## src/rtl/spp_pkg.sv

```systemverilog
`timescale 1ns / 1ps
`default_nettype none
// ----------------------------------------------------------------------------
// spp_pkg
// Shared types and constants of the spectral peak picker.
// ----------------------------------------------------------------------------
package spp_pkg;

  localparam int MAG_W    = 24;
  localparam int CPX_W    = 25;
  localparam int BIN_W    = 13;
  localparam int IDX_W    = 12;
  localparam int PC_W     = 5;
  localparam int NUM_W    = 4;
  localparam int PHASE_W  = 16;
  localparam int THR_W    = 24;
  localparam int CFG_W    = 24;
  localparam int CFG_IDX_W = 2;

  localparam int WINDOW_DEF    = 10;
  localparam int HALF_SPAN_DEF = 5;

  localparam int QDEPTH = 4;

  localparam int CORDIC_N = 16;
  localparam int XW       = 36;
  localparam int AW       = 22;

  localparam logic [BIN_W-1:0] BIN_MAX = 13'd8191;

  localparam logic [CFG_IDX_W-1:0] REG_SCAN_LENGTH    = 2'd0;
  localparam logic [CFG_IDX_W-1:0] REG_PEAK_THRESHOLD = 2'd1;
  localparam logic [CFG_IDX_W-1:0] REG_MAX_PEAKS      = 2'd2;

  localparam logic [BIN_W-1:0] SCAN_LENGTH_RST    = 13'd2048;
  localparam logic [THR_W-1:0] PEAK_THRESHOLD_RST = 24'd410;
  localparam logic [PC_W-1:0]  MAX_PEAKS_RST      = 5'd16;

  localparam int CordicAtan [CORDIC_N] = '{
    262144, 154753, 81767, 41506, 20834, 10427, 5215, 2608,
    1304, 652, 326, 163, 81, 41, 20, 10
  };

  typedef struct packed {
    logic [IDX_W-1:0]        bin;
    logic [MAG_W-1:0]        mag;
    logic signed [CPX_W-1:0] re;
    logic signed [CPX_W-1:0] im;
    logic [NUM_W-1:0]        num;
  } peak_rec_t;

endpackage
`default_nettype wire

```

## src/rtl/spp_front.sv

```systemverilog
`timescale 1ns / 1ps
`default_nettype none
// ----------------------------------------------------------------------------
// spp_front
// Accept bins, keep sliding history and sum, pick window maxima, qualify peaks.
// ----------------------------------------------------------------------------
module spp_front
  import spp_pkg::*;
#(
  parameter int WINDOW    = WINDOW_DEF,
  parameter int HALF_SPAN = HALF_SPAN_DEF
) (
  input  wire logic                clk,
  input  wire logic                rst,
  input  wire logic                in_valid,
  output logic                     in_ready,
  input  wire logic [MAG_W-1:0]    magnitude,
  input  wire logic [CPX_W-1:0]    real_part,
  input  wire logic [CPX_W-1:0]    imag_part,
  input  wire logic                frame_start,
  input  wire logic [BIN_W-1:0]    scan_length,
  input  wire logic [THR_W-1:0]    peak_threshold,
  input  wire logic [PC_W-1:0]     max_peaks,
  input  wire logic                room,
  output logic                     push,
  output peak_rec_t                rec
);

  localparam int LOOK    = (HALF_SPAN > 2) ? HALF_SPAN - 1 : 1;
  localparam int NH      = 2 * HALF_SPAN;
  localparam int SUM_W   = MAG_W + $clog2(NH);
  localparam int CW      = MAG_W + 8;
  localparam int WPW     = $clog2(WINDOW);
  localparam int P0      = (WINDOW - (LOOK % WINDOW)) % WINDOW;
  localparam bit SUM_OLD = (HALF_SPAN == 1);

  logic                 acc;
  logic [BIN_W-1:0]     bin_cnt;
  logic [BIN_W-1:0]     b;
  logic [BIN_W-1:0]     j;
  logic [WPW-1:0]       wpos;
  logic [WPW-1:0]       wpos_eff;
  logic [MAG_W-1:0]     mhist [NH];
  logic [CPX_W-1:0]     rehist [LOOK];
  logic [CPX_W-1:0]     imhist [LOOK];
  logic [MAG_W-1:0]     taps [NH+1];
  logic [SUM_W-1:0]     sum;
  logic [SUM_W-1:0]     sum_eff;
  logic [SUM_W-1:0]     sum_next;

  logic                 c1_v;
  logic                 c1_fs;
  logic                 c1_start;
  logic                 c1_end;
  logic [IDX_W-1:0]     c1_j;
  logic [MAG_W-1:0]     c1_mag;
  logic [MAG_W-1:0]     c1_prev;
  logic [MAG_W-1:0]     c1_nxt;
  logic [SUM_W-1:0]     c1_sum;
  logic [CPX_W-1:0]     c1_re;
  logic [CPX_W-1:0]     c1_im;

  logic [IDX_W-1:0]     best_idx;
  logic [MAG_W-1:0]     best_mag;
  logic                 best_ok;
  logic [CPX_W-1:0]     best_re;
  logic [CPX_W-1:0]     best_im;

  logic [PC_W-1:0]      peak_cnt;
  logic [PC_W-1:0]      pc_eff;
  logic                 c_ok;
  logic                 take;
  logic [IDX_W-1:0]     nb_idx;
  logic [MAG_W-1:0]     nb_mag;
  logic                 nb_ok;
  logic [CPX_W-1:0]     nb_re;
  logic [CPX_W-1:0]     nb_im;

  assign in_ready = room;
  assign acc      = in_valid & room;

  assign b        = frame_start ? '0 : bin_cnt;
  assign j        = b - BIN_W'(LOOK);
  assign wpos_eff = frame_start ? WPW'(P0) : wpos;
  assign sum_eff  = frame_start ? '0 : sum;

  always_comb begin
    taps[0] = magnitude;
    for (int k = 0; k < NH; k++) begin
      taps[k+1] = frame_start ? '0 : mhist[k];
    end
  end

  assign sum_next = sum_eff + SUM_W'(magnitude) - SUM_W'(taps[NH]);

  always_ff @(posedge clk) begin
    if (rst) begin
      bin_cnt <= '0;
      wpos    <= WPW'(P0);
      sum     <= '0;
      for (int k = 0; k < NH; k++) mhist[k] <= '0;
    end else if (acc) begin
      bin_cnt <= (b == BIN_MAX) ? b : b + 1'b1;
      wpos    <= (wpos_eff == WPW'(WINDOW - 1)) ? '0 : wpos_eff + 1'b1;
      sum     <= sum_next;
      for (int k = 0; k < NH; k++) mhist[k] <= taps[k];
    end
  end

  always_ff @(posedge clk) begin
    if (acc) begin
      rehist[0] <= real_part;
      imhist[0] <= imag_part;
      for (int k = 1; k < LOOK; k++) begin
        rehist[k] <= rehist[k-1];
        imhist[k] <= imhist[k-1];
      end
    end
  end

  always_ff @(posedge clk) begin
    if (rst) begin
      c1_v <= 1'b0;
    end else begin
      c1_v <= acc;
    end
  end

  always_ff @(posedge clk) begin
    if (acc) begin
      c1_fs    <= frame_start;
      c1_start <= (wpos_eff == WPW'(1));
      c1_end   <= (wpos_eff == '0) && (b >= BIN_W'(LOOK + WINDOW)) &&
                  (j < scan_length) && (b != BIN_MAX);
      c1_j     <= j[IDX_W-1:0];
      c1_mag   <= taps[LOOK];
      c1_prev  <= taps[LOOK+1];
      c1_nxt   <= taps[LOOK-1];
      c1_sum   <= SUM_OLD ? sum_eff : sum_next;
      c1_re    <= rehist[LOOK-1];
      c1_im    <= imhist[LOOK-1];
    end
  end

  assign c_ok = (c1_mag >= c1_prev) && (c1_mag >= c1_nxt) &&
                (c1_mag > peak_threshold) &&
                ((CW'(c1_sum) * CW'(3)) < (CW'(c1_mag) * CW'(4 * HALF_SPAN)));

  assign take   = c1_start || (c1_mag > best_mag);
  assign nb_idx = take ? c1_j   : best_idx;
  assign nb_mag = take ? c1_mag : best_mag;
  assign nb_ok  = take ? c_ok   : best_ok;
  assign nb_re  = take ? c1_re  : best_re;
  assign nb_im  = take ? c1_im  : best_im;
  assign pc_eff = c1_fs ? '0 : peak_cnt;

  assign push = c1_v && c1_end && nb_ok && (pc_eff < max_peaks);

  always_comb begin
    rec.bin = nb_idx;
    rec.mag = nb_mag;
    rec.re  = nb_re;
    rec.im  = nb_im;
    rec.num = pc_eff[NUM_W-1:0];
  end

  always_ff @(posedge clk) begin
    if (c1_v) begin
      best_idx <= nb_idx;
      best_mag <= nb_mag;
      best_ok  <= nb_ok;
      best_re  <= nb_re;
      best_im  <= nb_im;
    end
  end

  always_ff @(posedge clk) begin
    if (rst) begin
      peak_cnt <= '0;
    end else if (c1_v) begin
      peak_cnt <= push ? pc_eff + 1'b1 : pc_eff;
    end
  end

endmodule
`default_nettype wire

```

## config.mk

```make
export PLATFORM = sky130hd
export DESIGN_NAME = spp_front
export DESIGN_NICKNAME = d
export VERILOG_FILES = /design/src/rtl/spp_pkg.sv /design/src/rtl/spp_front.sv
export SDC_FILE = /design/constraint.sdc
export NUM_CORES = 1
export LEC_CHECK = 0
export BUFFER_PORTS_ARGS = -buffer_cell sky130_fd_sc_hd__buf_2
export CAP_MARGIN = 20
export CORE_MARGIN = 2
export CORE_UTILIZATION = 50
export CTS_CLUSTER_SIZE = 16
export DETAILED_ROUTE_END_ITERATION = 6
export PLACE_DENSITY = 0.79
export SYNTH_ARGS = -nofsm -noshare
export SYNTH_HDL_FRONTEND = slang
export SYNTH_SLANG_ARGS = --single-unit
export TNS_END_PERCENT = 5
```

## constraint.sdc

```tcl
create_clock -name clk -period 34 [get_ports clk]
set_input_delay 1.7 -clock clk [delete_from_list [all_inputs] [get_ports clk]]
set_output_delay 1.7 -clock clk [all_outputs]
set_load 0.005 [all_outputs]
```

==> key figures <==
Min path
  – Worst Hold Path Cells: 0
  – Worst Hold Launch: imhist[0][17]
  – Min-delay worst type: reg -> reg
  – WHS Endpoint: imhist[1][17]

Worst setup path
  – FF-to-FF path depth: 26
  – R2R setup slack: 27660 ps
  – CP required: 32300 ps
  – Critical path's slowest cell: edfxtp_1
  – Kind of critical path: reg -> out
  – Critical path fanouts, max: 7
  – Crit. End Element: output pin
  – Buffers and inverters on the worst path: 2
  – Crit path DAT: 6650 ps
  – R2r endpoint: peak_cnt[3]
  – Cell seen most often among critical-path stages: ha_1
  – Max incr delay on CP: 520 ps
  – Worst setup SP type: register
  – Reg2Reg Launch Point: c1_mag[3]
  – Top delay family on crit path: compound AO/OA/AOI/OAI gates

Global routing
  – Largest net degree at the start of global routing: 191
  – Vias in the first global route: 20540
  – Gr ovfl total: 0
  – Initial antenna violation count: 3
  – First-pass GRT wire length: 114100 um
  – Total track usage: 0.2067

Place
  – GP Congestion: 0.8955
  – Placed cell areas: 0.03658 mm^2
  – HPWL after DPL: 49750 um
  – Buffers on Ports: 212

Die
  – Starting Density: 0.5048
  – Die Span X: 266.9 um
  – Rows: 96
  – Core area: 0.06847 mm^2
  – Die area: 0.07124 mm^2
  – I/O pins: 213
  – Die Y-Extent: 266.9 um

Clocking
  – Clock Path Buffers: 3
  – H-tree levels: 3
  – Worst skew pair latency: 640 ps
  – Hold buffers post-CTS: 0
  – Post-CTS Setup Inserts: 0
  – Clock Sinks: 743
  – CTS tree: built
  – Post-CTS Resized: 0
  – Num CTS Buffers: 80
  – Clock transition at path regs: 60 ps
  – CTS root buf: clkbuf_16

Synth
  – Largest cells by area after synthesis: edfxtp_1 (60%), ha_1 (8.8%), and2_1 (4.1%), dfxtp_1 (3.0%), mux2_2 (2.7%)
  – Syn Nets: 2959
  – Yosys reg bits: 743
  – Largest area contributor in the netlist: edfxtp_1
  – Netlist cell types: 66
  – Synthesized instance count: 2569
  – Yosys warning total: 0
  – Post-synth EDFFs: 692
  – Synth Cell Area: 0.03456 mm^2
  – Post-synth ARST share: 0
  – Synthesized area per cell: 13.45 um^2
  – Top cell type's share of synthesized area: 0.6013
  – Synth Flop Type: edfxtp_1
  – Post-synthesis sequential area ratio: 0.6308

Timing
  – Worst-Margin Slew: 1163 ps
  – Fmax: 119.7 MHz
  – RSZ-0062 raised after global routing: no
  – Final Cycle Share: 0.2457
  – Tmin final: 8353 ps
  – Setup-failing EPs final: 0
  – Fin Setup TNS: 0 ps
  – Relative slew margins: 0.2244
  – Max Clock Skew: 29.37 ps
  – Final Hold Vio Count: 0
  – Slew Limit Fails: 0
  – Hold Worst Slack: 413.1 ps

Drt
  – Vias post-DR: 20600
  – DR pass1 iterations: 5
  – First DRT Iteration DRCs: 1745
  – Final WL: 74120 um
  – Detail Route Antenna Nets: 0
  – Drt via density: 5.494
  – DRC viols: 0
  – Per-cell routed wire length: 19.76 um

Power
  – Int Pwr: 1.703 mW
  – Clock power share: 0.386
  – Sequential fraction of design power: 0.472
  – Worst vdd ir: 34.16 uV
  – Sw Ratio: 0.2531
  – Power, Total: 2.280 mW
  – LEAKAGE: 15.65 nW
  – Combinational Power Share: 0.142
  – Pwr/cell area: 57.96 mW/mm^2
  – Net switching power: 0.5772 mW

Cells and area
  – Layout cells sized above 1: 0.1570
  – Nets: 3190
  – Fill cell count: 5227
  – Fin area: 0.03934 mm^2
  – Area growth syn-to-layout: 13.82%

Status
  – Outcome: completed

Flow run
  – Max cap viols: 0
[kinds of logic (layout without fill, tap and decap cells)]
| family | Yosys count | count (layout) | share of synthesized area |
|---|---|---|---|
| AO/OA/AOI/OAI | 401 | 401 | 0.07509 |
| XOR/XNOR | 70 | 70 | 0.01774 |
| adder cells (fa/ha/maj) | 269 | 269 | 0.1030 |
| buffers and inverters | 299 | 596 | 0.03266 |
| flip-flops | 743 | 743 | 0.6308 |
| multiplexers | 85 | 85 | 0.02766 |
| other | 0 | 2 | 0 |
| AND/OR/NAND/NOR | 702 | 702 | 0.1130 |
[layout make-up]
type / instances / area, um^2 / share of cell area
diodes: 2 / 5.005 / 0.0001272
clock buffers: 105 / 2136 / 0.05429
clock inverters: 43 / 561.8 / 0.01428
inverters: 220 / 840.8 / 0.02137
multi-input cells: 1527 / 11650 / 0.2962
flip-flops and latches: 743 / 21800 / 0.5543
well taps: 882 / 1104 / 0.02805
repair buffers: 228 / 1236 / 0.03143
[synth_stat cells, types with 11 or more instances]
cell type  count
xor2_1        26
a21o_1        52
nand2b_1      55
a31oi_1       11
ha_1         243
inv_1        219
nor2b_1      117
nand2_1       93
nor3_1        45
o21ai_0       81
edfxtp_1     692
mux2_2        84
fa_1          26
clkbuf_1      71
dfxtp_1       51
xnor2_1       44
a21oi_1      126
nand4_1       29
a211oi_1      16
and2_1       224
nor2_1        76
o21a_1        19
nand3_1       25
[per-stage QoR]
stage,setup WS (ps),utilization,instances
after global placement,26560,0.5343,3598
after global routing,24870,0.5746,3750
after floorplan,21130,-,2569
after CTS,25710,0.5737,3746
final,25650,0.5746,3750
after detailed placement,26460,0.5343,3598
[cell usage in the layout (no fill, tap or decap), types with 10 or more instances in the layout]
| cell type | Yosys | final |
|---|---|---|
| a31oi_1 | 11 | 11 |
| dfxtp_1 | 51 | 50 |
| xnor2_1 | 44 | 44 |
| edfxtp_1 | 692 | 692 |
| nand2_1 | 93 | 92 |
| nand2b_1 | 55 | 55 |
| a211oi_1 | 16 | 16 |
| mux2_2 | 84 | 84 |
| ha_1 | 243 | 243 |
| and2_1 | 224 | 224 |
| a21o_1 | 52 | 52 |
| o21a_1 | 19 | 19 |
| clkbuf_16 | 0 | 80 |
| nor3_1 | 45 | 44 |
| a21oi_1 | 126 | 126 |
| o21ai_0 | 81 | 81 |
| clkbuf_1 | 71 | 21 |
| nor2b_1 | 117 | 117 |
| nor2_1 | 76 | 76 |
| nand4_1 | 29 | 29 |
| inv_1 | 219 | 218 |
| a22o_1 | 10 | 10 |
| nand3_1 | 25 | 25 |
| buf_4 | 1 | 14 |
| fa_1 | 26 | 26 |
| buf_2 | 2 | 211 |
| xor2_1 | 26 | 26 |
| clkinv_2 | 0 | 12 |
[worst max path at each step]
stage                         start      to  slack, ps  cells after the start
after floorplan            in_valid  c1_end      21130                      3
after global placement    c1_mag[4]    push      26560                     23
after detailed placement  c1_mag[3]    push      26460                     25
after CTS                 c1_mag[4]    push      25710                     23
after global routing      c1_mag[4]    push      24870                     23
final                     c1_mag[3]    push      25650                     25
[power groups by stage]
stage | registers, mW | logic [mW] | clock network, mW
3_3_place_gp | 1.09 | 0.306 | 0
4_1_cts | 1.08 | 0.321 | 0.896
3_5_place_dp | 1.09 | 0.318 | 0
5_1_grt | 1.08 | 0.362 | 0.931
6_report | 1.08 | 0.324 | 0.880
2_1_floorplan | 1.10 | 0.229 | 0
[sequential cells by signal (all words and copies together) (netlist names), 28 cells and up]
signal  flops
imhist    100
rehist    100
sum        28
c1_sum     28
mhist     240
[layer usage]
metal	routed length, um	vias to the layer above	GRT usage
met1	32060	10060	0.2779
met2	35610	642	0.3376
met4	2726	0	0.08852
met5	0	-	0
met3	3722	152	0.02897
li1	-	9745	-
Power figures use the tool's default switching activity.
