`src/rtl/spp_pkg.sv`:
```
`timescale 1ns / 1ps
`default_nettype none
// ----------------------------------------------------------------------------
// spp_pkg
// Shared types and constants of the spectral peak picker.
// ----------------------------------------------------------------------------
package spp_pkg;

  localparam int MAG_W    = 24;
  localparam int CPX_W    = 25;
  localparam int BIN_W    = 13;
  localparam int IDX_W    = 12;
  localparam int PC_W     = 5;
  localparam int NUM_W    = 4;
  localparam int PHASE_W  = 16;
  localparam int THR_W    = 24;
  localparam int CFG_W    = 24;
  localparam int CFG_IDX_W = 2;

  localparam int WINDOW_DEF    = 10;
  localparam int HALF_SPAN_DEF = 5;

  localparam int QDEPTH = 4;

  localparam int CORDIC_N = 16;
  localparam int XW       = 36;
  localparam int AW       = 22;

  localparam logic [BIN_W-1:0] BIN_MAX = 13'd8191;

  localparam logic [CFG_IDX_W-1:0] REG_SCAN_LENGTH    = 2'd0;
  localparam logic [CFG_IDX_W-1:0] REG_PEAK_THRESHOLD = 2'd1;
  localparam logic [CFG_IDX_W-1:0] REG_MAX_PEAKS      = 2'd2;

  localparam logic [BIN_W-1:0] SCAN_LENGTH_RST    = 13'd2048;
  localparam logic [THR_W-1:0] PEAK_THRESHOLD_RST = 24'd410;
  localparam logic [PC_W-1:0]  MAX_PEAKS_RST      = 5'd16;

  localparam int CordicAtan [CORDIC_N] = '{
    262144, 154753, 81767, 41506, 20834, 10427, 5215, 2608,
    1304, 652, 326, 163, 81, 41, 20, 10
  };

  typedef struct packed {
    logic [IDX_W-1:0]        bin;
    logic [MAG_W-1:0]        mag;
    logic signed [CPX_W-1:0] re;
    logic signed [CPX_W-1:0] im;
    logic [NUM_W-1:0]        num;
  } peak_rec_t;

endpackage
`default_nettype wire

```
`src/rtl/spp_queue.sv`:
```
`timescale 1ns / 1ps
`default_nettype none
// ----------------------------------------------------------------------------
// spp_queue
// Small FIFO of accepted peaks between detection and phase computation.
// ----------------------------------------------------------------------------
module spp_queue
  import spp_pkg::*;
(
  input  wire logic      clk,
  input  wire logic      rst,
  input  wire logic      push,
  input  wire peak_rec_t wdata,
  input  wire logic      pop,
  output peak_rec_t      rdata,
  output logic           empty,
  output logic           room
);

  localparam int PW = $clog2(QDEPTH);

  peak_rec_t        mem [QDEPTH];
  logic [PW-1:0]    wr_ptr;
  logic [PW-1:0]    rd_ptr;
  logic [PW:0]      count;

  assign empty = (count == '0);
  assign room  = (count < (PW+1)'(QDEPTH - 1));
  assign rdata = mem[rd_ptr];

  always_ff @(posedge clk) begin
    if (push) begin
      mem[wr_ptr] <= wdata;
    end
  end

  always_ff @(posedge clk) begin
    if (rst) begin
      wr_ptr <= '0;
      rd_ptr <= '0;
      count  <= '0;
    end else begin
      if (push) wr_ptr <= wr_ptr + 1'b1;
      if (pop)  rd_ptr <= rd_ptr + 1'b1;
      case ({push, pop})
        2'b10:   count <= count + 1'b1;
        2'b01:   count <= count - 1'b1;
        default: count <= count;
      endcase
    end
  end

endmodule
`default_nettype wire

```
`config.mk`:
```
export PLATFORM = sky130hd
export DESIGN_NAME = spp_queue
export DESIGN_NICKNAME = d
export VERILOG_FILES = /design/src/rtl/spp_pkg.sv /design/src/rtl/spp_queue.sv
export SDC_FILE = /design/constraint.sdc
export NUM_CORES = 1
export LEC_CHECK = 0
export ABC_AREA = 1
export BUFFER_PORTS_ARGS = -buffer_cell sky130_fd_sc_hd__buf_2
export CAP_MARGIN = 20
export CELL_PAD_IN_SITES_DETAIL_PLACEMENT = 0
export CELL_PAD_IN_SITES_GLOBAL_PLACEMENT = 1
export CORE_AREA = 2 2 174 176
export CTS_CLUSTER_SIZE = 14
export DETAILED_ROUTE_END_ITERATION = 16
export DIE_AREA = 0 0 176 178
export GPL_ROUTABILITY_DRIVEN = 0
export GPL_TIMING_DRIVEN = 0
export PLACE_DENSITY = 0.83
export SYNTH_ARGS = -nofsm -noshare
export SYNTH_HDL_FRONTEND = slang
export SYNTH_SLANG_ARGS = --single-unit
```
`constraint.sdc`:
```
create_clock -name clk -period 4.2 [get_ports clk]
set_clock_uncertainty 0.15 [all_clocks]
set_input_delay 1.05 -clock clk [delete_from_list [all_inputs] [get_ports clk]]
set_output_delay 1.05 -clock clk [all_outputs]
set_load 0.005 [all_outputs]
```
==> run metrics, run 1 <==
HPWL after detailed placement approximately 18000 um; Synth area leader sky130_fd_sc_hd__edfxtp_1; Tcrit/Tclk final between 80 and 90%; Clk pin slew, worst setup/hold paths about 0.06 ns; FF+latch count, synth 369; post-synthesis async set-or-reset flop share 0%; I/O pin total between 150 and 200; area share of the largest cell type after synthesis approximately 79%; chip height ~180 um; count of hold buffers inserted by post-cts repair 0; global-route wire length before repair roughly 46000 um; DRT Pass-1 Iters 5; Post-synth EDFFs 360; pin slew with the least headroom to its limit a little over 0.7 ns; post-route setup TNS 0 ns; most frequent cells in the layout sky130_fd_sc_hd__edfxtp_1 (360), sky130_fd_sc_hd__buf_2 (186), sky130_fd_sc_hd__nor2_1 (183); Port Buf Inserts 185; mean area per synthesized cell approximately 15 um^2; setup repair after global routing missed its margin no; worst hold-check path type register to register; Hold Crit Depth 1; total power density per cell area 495 nW/um^2; final routed DRC violation total 0; outcome finished, final reports clean; Std-Cell Core Area approximately 29000 um^2; share of final-layout standard cells stronger than drive strength 1 22.1%; CTS-repair resized insts 0; final net count 1257; detail-routed via count per cell 5.30; crit path DAT between 2 and 3 ns; vias after detailed routing 8381; highest fanout seen on the critical path 10; # rows between 60 and 70; category of cells accounting for the largest share of critical-path delay buffers and inverters; Initial Utilization between 40% and 50%; antenna violation net count after detailed routing 0; setup violators final 0; library cells used by synthesis 20; max-cap viol count 0; pin count of the biggest net entering global routing between 50 and 60; CP cell instances buf_2, inv_1, clkbuf_1, o21ai_0, o22ai_1, buf_2; Critical-path top delay cell sky130_fd_sc_hd__inv_1; number of global-route vias before repair approximately 8400; routed len/inst a little under 20 um; dominant register cell in the synthesized netlist sky130_fd_sc_hd__edfxtp_1; buffer count from post-CTS setup fixing 0; number of nets in the synthesized netlist about 1000; Static Leak roughly 0.0057 uW; cell count of the worst reg-to-reg path 5; initial antenna violation count 10; overflow left after global routing 0; clock latency of the later-clocked register in the worst-skew pair ~0.5 ns; total power between 8000 and 9000 uW; classification of the worst setup path register to primary output; cell area after technology mapping approximately 14000 um^2; worst rel slew slack 52.1%; register-to-register path setup slack approximately 2.2 ns; Reg2Reg Capture Point mem[1][18]$_DFFE_PP_; biggest cell delay along the critical path ~0.49 ns; H-tree levels 2; most frequent standard cell in the layout excluding fill and tap cells sky130_fd_sc_hd__edfxtp_1; crit path time final approximately 3.8 ns; hold path start rd_ptr[1]$_SDFFE_PP0P_; leading post-synthesis cells by cell area sky130_fd_sc_hd__edfxtp_1 (79%), sky130_fd_sc_hd__o21ai_0 (6.4%), sky130_fd_sc_hd__nor2_1 (5.0%); required time at the worst-slack endpoint ~3 ns; total count of max-transition violations in the final report 0; filler instances between 2000 and 2500; cell count after synthesis 928; source of the worst register-to-register timing path wr_ptr[1]$_SDFFE_PP0P_; startpoint kind of the worst setup timing path register; Crit path buffers/inverters 4; end of the worst hold path rd_ptr[1]$_SDFFE_PP0P_; Warnings, synthesis 0; TritonCTS clock tree yes; Worst Setup End Kind primary output; cell repeated most along the worst path sky130_fd_sc_hd__buf_2; buffer depth of the longest clock path 3; total wire length after detailed routing 30900 um; max frequency about 0.27 GHz; P&R area growth vs syn 20.0%; global routing usage summed across all routing layers about a fifth; Clock Sinks roughly 370; x dimension of the die about 180 um; final count of hold timing violations 0; IR drop worst, VDD between 0.3 and 0.4 mV; die area about 31000 um^2; sequential cell area fraction in the yosys report 80.1%; number of violations reported at the end of detailed-routing iteration 0 570; cell at the root of the clock tree sky130_fd_sc_hd__clkbuf_16; Inserted Clock Buffers 38
==> power by group <==
group,internal [uW],switching (uW),total [uW]
Combinational,252,466,718
Clock,1890,1310,3200
Sequential,4210,33.0,4240
Total,6350,1810,8160
==> cell families (layout without fill, tap and decap cells) <==
logic type	Yosys count	count (layout)	synth area share [%]
buf+inv	76	333	2.84
compound gates	282	282	11.1
flops	369	369	80.1
other cells	0	7	0
fa+ha+maj	6	6	0.602
simple gates	195	195	5.37
==> how the worst max path moves through the flow <==
stage | end | depth (start not counted)
floorplan | mem[2][0]$_DFFE_PP_ | 2
global placement | mem[3][21]$_DFFE_PP_ | 3
detailed placement | rdata[23] | 6
CTS | rdata[23] | 6
global route | rdata[27] | 6
finish | rdata[23] | 6
==> stage by stage <==
step                util [%]  instance area, um^2  setup slack [ns]  instances  hold slack (ns)
finish                  56.0                16500             0.445       1582            0.298
global placement        51.5                15100            -0.816       1503            0.282
CTS                     56.0                16500             0.432       1575            0.297
floorplan                  -                13700             0.782        928            0.262
detailed placement      51.9                15300             0.982       1507            0.284
global route            56.0                16500             0.299       1579            0.325
==> worst reg2reg max path: stages (launching register included) <==
cell and delay [ns]:
sky130_fd_sc_hd__dfxtp_1 0.33, sky130_fd_sc_hd__inv_1 0.10, sky130_fd_sc_hd__ha_1 0.15, sky130_fd_sc_hd__nand2_1 0.08, sky130_fd_sc_hd__inv_4 0.52, sky130_fd_sc_hd__buf_16 0.33
==> flip-flops by register name, summed over array words and instances, names as in the netlist, named ones only <==
signal / cells
wr_ptr: 2
count: 3
rd_ptr: 2
mem: 360
==> layer usage <==
metal / vias to the layer above / wire length, um / share of wire (%) / global-route usage [%]
met5: - / 31 / 0.10 / 0
met2: 271 / 15300 / 50 / 33.0
met3: 68 / 2160 / 7.0 / 4.82
li1: 3965 / - / - / -
met1: 4071 / 12600 / 41 / 24.7
met4: 6 / 768 / 2.5 / 6.40
==> cells in the mapped netlist, types with 2 or more instances <==
library cell	n
sky130_fd_sc_hd__dfxtp_1	9
sky130_fd_sc_hd__buf_4	2
sky130_fd_sc_hd__a21oi_1	6
sky130_fd_sc_hd__nor2_1	183
sky130_fd_sc_hd__inv_1	17
sky130_fd_sc_hd__clkbuf_1	44
sky130_fd_sc_hd__o21ai_0	176
sky130_fd_sc_hd__edfxtp_1	360
sky130_fd_sc_hd__o21ai_1	10
sky130_fd_sc_hd__buf_6	10
sky130_fd_sc_hd__nand2_1	9
sky130_fd_sc_hd__ha_1	5
sky130_fd_sc_hd__o22ai_1	90
==> final cells by class <==
class                      instances  area [um^2]  share of cell area (%)
timing repair buffer             189         1040                    6.29
clock buffer                      46         1000                    6.09
inverter                          18         82.6                   0.501
antenna                            7         17.5                   0.106
clock inverter                    22          191                    1.16
sequential                       369        11000                    66.7
buffer                            58          318                    1.93
multi-input combinational        483         2340                    14.2
tap                              390          488                    2.96
Note: power is estimated with default switching activity, not from simulation.
==> run 2, diff against run 1 <==
--- a/config.mk
+++ b/config.mk
@@ -17,6 +17,7 @@
 export GPL_ROUTABILITY_DRIVEN = 0
 export GPL_TIMING_DRIVEN = 0
 export PLACE_DENSITY = 0.83
+export RECOVER_POWER = 50
 export SYNTH_ARGS = -nofsm -noshare
 export SYNTH_HDL_FRONTEND = slang
 export SYNTH_SLANG_ARGS = --single-unit
==> constraint.sdc (replaced) <==
create_clock -name clk -period 4.2 [get_ports clk]
set_clock_uncertainty 0.15 [all_clocks]
set_input_delay 1.05 -clock clk [delete_from_list [all_inputs] [get_ports clk]]
set_output_delay 1.05 -clock clk [all_outputs]
set_load 0.01 [all_outputs]
==> run metrics, run 2 (synthesis results as in run 1) <==
buffer count from post-CTS setup fixing 0 (unchanged); final net count 1257 (unchanged); Clock Sinks 369 (unchanged); highest fanout seen on the critical path 10 (unchanged); routed len/inst 19.5 um (about the same); share of the core filled with cells 55.6% (was 56.0%); total instance count after detailed placement 1507 (unchanged); global-route wire length before repair 45900 um (unchanged); initial antenna violation count 6 (was 10); number of violations reported at the end of detailed-routing iteration 0 657 (was 570); final worst setup slack 0.407 ns (was 0.445 ns); H-tree levels 2 (unchanged); Clk pin slew, worst setup/hold paths 0.06 ns (about the same); final count of hold timing violations 0 (unchanged); Initial Utilization 46.7% (unchanged); most frequent standard cell in the layout excluding fill and tap cells sky130_fd_sc_hd__edfxtp_1 (unchanged); vias after detailed routing 8392 (was 8381); crit path DAT 2.59 ns (was 2.55 ns); post-route setup TNS 0 ns (unchanged); # rows 63 (unchanged); chip height 178 um (unchanged); largest register by flop count mem (unchanged); setup violators final 0 (unchanged); cell at the root of the clock tree sky130_fd_sc_hd__clkbuf_16 (unchanged); Std-Cell Core Area 29400 um^2 (unchanged); cell count of the worst reg-to-reg path 5 (unchanged); die area 31300 um^2 (unchanged); total wire length after detailed routing 30900 um (about the same); filler instances 2421 (was 2370); count of hold buffers inserted by post-cts repair 0 (unchanged); share of final-layout standard cells stronger than drive strength 1 14.4% (was 22.1%); max-cap viol count 2 (was 0); setup repair after global routing missed its margin no (unchanged); number of flip-flops under the largest register name 360 (unchanged); total power density per cell area 501 nW/um^2 (was 495 nW/um^2); biggest regs mem x360, count x3 (unchanged); HPWL after detailed placement 18100 um (unchanged); Inserted Clock Buffers 38 (unchanged); Worst Setup End Kind primary output (unchanged); worst hold-check path type register to register (unchanged); pin count of the biggest net entering global routing 57 (unchanged); post-route worst hold slack 0.298 ns (about the same); final non-filler cell total 1581 (was 1582); Worst Setup Slack post-DPL 0.963 ns (was 0.982 ns); DRT Pass-1 Iters 5 (unchanged); final routed DRC violation total 0 (unchanged); crit path time final 3.79 ns (was 3.75 ns); required time at the worst-slack endpoint 3.00 ns (about the same); IR drop worst, VDD 0.309 mV (was 0.304 mV); antenna violation net count after detailed routing 0 (unchanged); total count of max-transition violations in the final report 72 (was 0); outcome complete, but fails checks (was finished, final reports clean); global routing usage summed across all routing layers 19.4% (unchanged); classification of the worst setup path register to primary output (unchanged); number of global-route vias before repair 8367 (unchanged); max frequency 0.264 GHz (was 0.266 GHz); violated checks capacitance limit, slew limit; Multi-input gate area 2340 um^2 (unchanged); worst rel slew slack -37.2% (was 52.1%); sequential cell area 11000 um^2 (unchanged); P&R area growth vs syn 19.1% (was 20.0%); most frequent cells in the layout sky130_fd_sc_hd__edfxtp_1 (360), sky130_fd_sc_hd__nor2_1 (183), sky130_fd_sc_hd__o21ai_0 (176) (was sky130_fd_sc_hd__edfxtp_1 (360), sky130_fd_sc_hd__buf_2 (186), sky130_fd_sc_hd__nor2_1 (183)); overflow left after global routing 0 (unchanged); startpoint kind of the worst setup timing path register (unchanged); clock latency of the later-clocked register in the worst-skew pair 0.50 ns (about the same); Port Buf Inserts 185 (unchanged); Tcrit/Tclk final 90.3% (was 89.4%); TritonCTS clock tree yes (unchanged); detail-routed via count per cell 5.31 (was 5.30); I/O pin total 186 (unchanged); buffer depth of the longest clock path 3 (unchanged); CTS-repair resized insts 0 (unchanged); Static Leak 0.00548 uW (was 0.00574 uW); Hold Crit Depth 1 (unchanged); pin slew with the least headroom to its limit 2.05 ns (was 0.719 ns); x dimension of the die 176 um (unchanged)
run 2: final timing paths:
path	from	slack, ns	endpoint
max	register	0.41	rdata[23]
min	rd_ptr[1]$_SDFFE_PP0P_	0.30	rd_ptr[1]$_SDFFE_PP0P_
max reg2reg	wr_ptr[0]$_SDFFE_PP0P_	0.72	mem[0][80]$_DFFE_PP_
min reg2reg	rd_ptr[1]$_SDFFE_PP0P_	0.30	rd_ptr[1]$_SDFFE_PP0P_
run 2: per-layer routing:
metal	vias to the layer above	routed length [um]	track usage (%)
li1	3959	-	-
met1	4098	12500	24.7
met2	266	15300	33.0
met3	67	2220	4.82
met4	2	823	6.40
met5	-	13	0
run 2: critical path, cell delays in order, from the launching register on:
cell	delay, ns
sky130_fd_sc_hd__dfxtp_1	0.29
sky130_fd_sc_hd__buf_2	0.24
sky130_fd_sc_hd__inv_1	0.50
sky130_fd_sc_hd__clkbuf_1	0.43
sky130_fd_sc_hd__o21ai_0	0.18
sky130_fd_sc_hd__o22ai_1	0.24
sky130_fd_sc_hd__buf_2	0.19
run 2: cell type report:
class	instances	share of cell area [%]
inverter	18	0.490
timing repair buffer	189	5.64
multi-input combinational	483	14.3
buffer	58	1.94
clock inverter	22	1.17
antenna	6	0.0918
tap	390	2.98
clock buffer	46	6.13
sequential	369	67.2
run 2: where the power goes:
part           leakage, uW  switching, uW  internal [uW]  total, uW
registers          0.00338           33.0           4210       4240
clock network     0.000579           1310           1890       3200
logic              0.00152            513            242        755
total              0.00548           1860           6340       8200
run 2: through the flow:
stage / cell area [um^2] / power (uW)
3_3_place_gp: 15100 / 5080
6_report: 16400 / 8200
2_1_floorplan: 13700 / 4720
5_1_grt: 16300 / 8500
3_5_place_dp: 15300 / 5090
4_1_cts: 16500 / 8280
==> run 3, diff against run 2 <==
--- a/config.mk
+++ b/config.mk
@@ -10,13 +10,13 @@
 export CAP_MARGIN = 20
 export CELL_PAD_IN_SITES_DETAIL_PLACEMENT = 0
 export CELL_PAD_IN_SITES_GLOBAL_PLACEMENT = 1
-export CORE_AREA = 2 2 174 176
+export CORE_AREA = 2 2 182 184
 export CTS_CLUSTER_SIZE = 14
 export DETAILED_ROUTE_END_ITERATION = 16
-export DIE_AREA = 0 0 176 178
+export DIE_AREA = 0 0 184 186
 export GPL_ROUTABILITY_DRIVEN = 0
 export GPL_TIMING_DRIVEN = 0
-export PLACE_DENSITY = 0.83
+export PLACE_DENSITY = 0.8
 export RECOVER_POWER = 50
 export SYNTH_ARGS = -nofsm -noshare
 export SYNTH_HDL_FRONTEND = slang
==> constraint.sdc (replaced) <==
create_clock -name clk -period 3.4 [get_ports clk]
set_clock_uncertainty 0.15 [all_clocks]
set_input_delay 0.85 -clock clk [delete_from_list [all_inputs] [get_ports clk]]
set_output_delay 0.85 -clock clk [all_outputs]
set_load 0.01 [all_outputs]
==> run metrics, run 3 (synthesis results as in run 1) <==
outcome complete, but fails checks (unchanged); violated checks capacitance limit, slew limit (unchanged); vias after detailed routing 8359 (was 8392); pin count of the biggest net entering global routing 58 (was 57); chip height 186 um (was 178 um); share of the core filled with cells 51.3% (was 55.6%); worst hold-check path type register to register (unchanged); cell count of the worst reg-to-reg path 4 (was 5); classification of the worst setup path register to primary output (unchanged); die area 34200 um^2 (was 31300 um^2); count of hold buffers inserted by post-cts repair 0 (unchanged); post-route worst hold slack 0.303 ns (was 0.298 ns); final net count 1260 (was 1257); HPWL after detailed placement 18700 um (was 18100 um); Placed Instance Area 15300 um^2 (about the same); largest register by flop count mem (unchanged); startpoint kind of the worst setup timing path register (unchanged); highest fanout seen on the critical path 10 (unchanged); share of final-layout standard cells stronger than drive strength 1 16.1% (was 14.4%); overflow left after global routing 0 (unchanged); I/O pin total 186 (unchanged); Initial Utilization 42.6% (was 46.7%); total power density per cell area 632 nW/um^2 (was 501 nW/um^2); Multi-input gate area 2340 um^2 (unchanged); setup repair after global routing missed its margin no (unchanged); max-cap viol count 2 (unchanged); setup violators final 0 (unchanged); detail-routed via count per cell 5.22 (was 5.31); Port Buf Inserts 185 (unchanged); Inserted Clock Buffers 39 (was 38); total wire length after detailed routing 31300 um (was 30900 um); Std-Cell Core Area 32200 um^2 (was 29400 um^2); final routed DRC violation total 0 (unchanged); worst rel slew slack -41.7% (was -37.2%); x dimension of the die 184 um (was 176 um); number of violations reported at the end of detailed-routing iteration 0 629 (was 657); total instance count after detailed placement 1525 (was 1507); number of global-route vias before repair 8270 (was 8367); Layout Cell Area excl Fill 16500 um^2 (was 16400 um^2); # rows 66 (was 63); crit path DAT 2.27 ns (was 2.59 ns); P&R area growth vs syn 20.3% (was 19.1%); biggest regs mem x360, count x3 (unchanged); crit path time final between 3 and 4 ns; sequential cell area 11000 um^2 (unchanged); Clk pin slew, worst setup/hold paths 0.06 ns (about the same); Tcrit/Tclk final a little over nine tenths; IR drop worst, VDD 0.369 mV (was 0.309 mV); Hold Crit Depth 1 (unchanged); final non-filler cell total 1600 (was 1581); Clock Sinks 369 (unchanged); total count of max-transition violations in the final report 78 (was 72); initial antenna violation count 4 (was 6); number of flip-flops under the largest register name 360 (unchanged); total power 10400 uW (was 8200 uW); antenna violation net count after detailed routing 0 (unchanged); pin slew with the least headroom to its limit 2.12 ns (was 2.05 ns); Static Leak 0.00559 uW (was 0.00548 uW); global routing usage summed across all routing layers 18.0% (was 19.4%); clock latency of the later-clocked register in the worst-skew pair 0.52 ns (was 0.50 ns); TritonCTS clock tree yes (unchanged); DRT Pass-1 Iters 5 (unchanged); cell at the root of the clock tree sky130_fd_sc_hd__clkbuf_16 (unchanged); buffer depth of the longest clock path 3 (unchanged); required time at the worst-slack endpoint 2.40 ns (was 3.00 ns); most frequent standard cell in the layout excluding fill and tap cells sky130_fd_sc_hd__edfxtp_1 (unchanged); final count of hold timing violations 0 (unchanged); filler instances 2798 (was 2421); global-route wire length before repair 46000 um (was 45900 um); Worst Setup End Kind primary output (unchanged); max frequency ~0.31 GHz; most frequent cells in the layout sky130_fd_sc_hd__edfxtp_1 (360), sky130_fd_sc_hd__nor2_1 (183), sky130_fd_sc_hd__o21ai_0 (176) (unchanged); H-tree levels 2 (unchanged); routed len/inst 19.5 um (about the same)
## run 3: cell count changes in the layout (fill, tap and decap cells not counted)
cell / delta
sky130_fd_sc_hd__diode_2: -3
sky130_fd_sc_hd__clkinv_8: +1
sky130_fd_sc_hd__bufinv_16: +2
sky130_fd_sc_hd__clkinv_4: +3
sky130_fd_sc_hd__clkbuf_2: +15
sky130_fd_sc_hd__clkinv_2: -3
sky130_fd_sc_hd__clkbuf_1: -15
sky130_fd_sc_hd__clkinv_1: -3
sky130_fd_sc_hd__clkbuf_16: +1
sky130_fd_sc_hd__clkinvlp_4: +2
sky130_fd_sc_hd__clkinvlp_2: -2
sky130_fd_sc_hd__inv_1: +1
sky130_fd_sc_hd__buf_4: +2
## run 3: repair_timing
action	4_1_cts	5_1_grt
endpoints found under the setup margin	90	59
gates resized for setup	1	30
setup buffers	2	0
## run 3: layout make-up
type / count / area share (%)
timing repair buffer: 191 / 5.68
inverter: 18 / 0.493
sequential: 369 / 66.6
tap: 408 / 3.09
multi-input combinational: 483 / 14.2
antenna: 3 / 0.0455
buffer: 58 / 2.04
clock inverter: 23 / 1.67
clock buffer: 47 / 6.22
## run 3: critical path, stage by stage, from the launching register on
cell,delay [ns]
sky130_fd_sc_hd__dfxtp_1,0.30
sky130_fd_sc_hd__buf_6,0.16
sky130_fd_sc_hd__buf_6,0.18
sky130_fd_sc_hd__inv_6,0.14
sky130_fd_sc_hd__clkbuf_1,0.42
sky130_fd_sc_hd__o21ai_0,0.16
sky130_fd_sc_hd__o22ai_1,0.16
sky130_fd_sc_hd__buf_2,0.20
## run 3: final timing paths
path | start | end | slack, ns
setup reg to reg | wr_ptr[0]$_SDFFE_PP0P_ | mem[3][16]$_DFFE_PP_ | 0.42
hold reg to reg | rd_ptr[1]$_SDFFE_PP0P_ | register | 0.30
hold / removal | rd_ptr[1]$_SDFFE_PP0P_ | register | 0.30
setup / recovery | register | rdata[53] | 0.13
## run 3: where the power goes
part	total (uW)	leakage [uW]	internal [uW]	switching [uW]
sequential	5240	0.00338	5200	40.2
combinational	943	0.00159	304	640
clock	4250	0.000622	2550	1690
total	10400	0.00559	8060	2370
## run 3: metrics by stage
step	setup TNS (ns)	setup slack (ns)
2_1_floorplan	0	0.182
3_3_place_gp	-485.72	-1.43
3_5_place_dp	0	0.302
4_1_cts	0	0.0321
5_1_grt	0	0.00225
6_report	0	0.134
## run 3: metal layers
layer  GRT usage [%]  vias to the layer above  share of wire, %  wire length (um)
li1                -                     3978                 -                 -
met1            22.9                     4064                41             13000
met2            30.3                      257                49             15200
met3            4.48                       58               7.3              2290
met4            5.76                        2               2.5               792
met5               0                        -             0.051                16
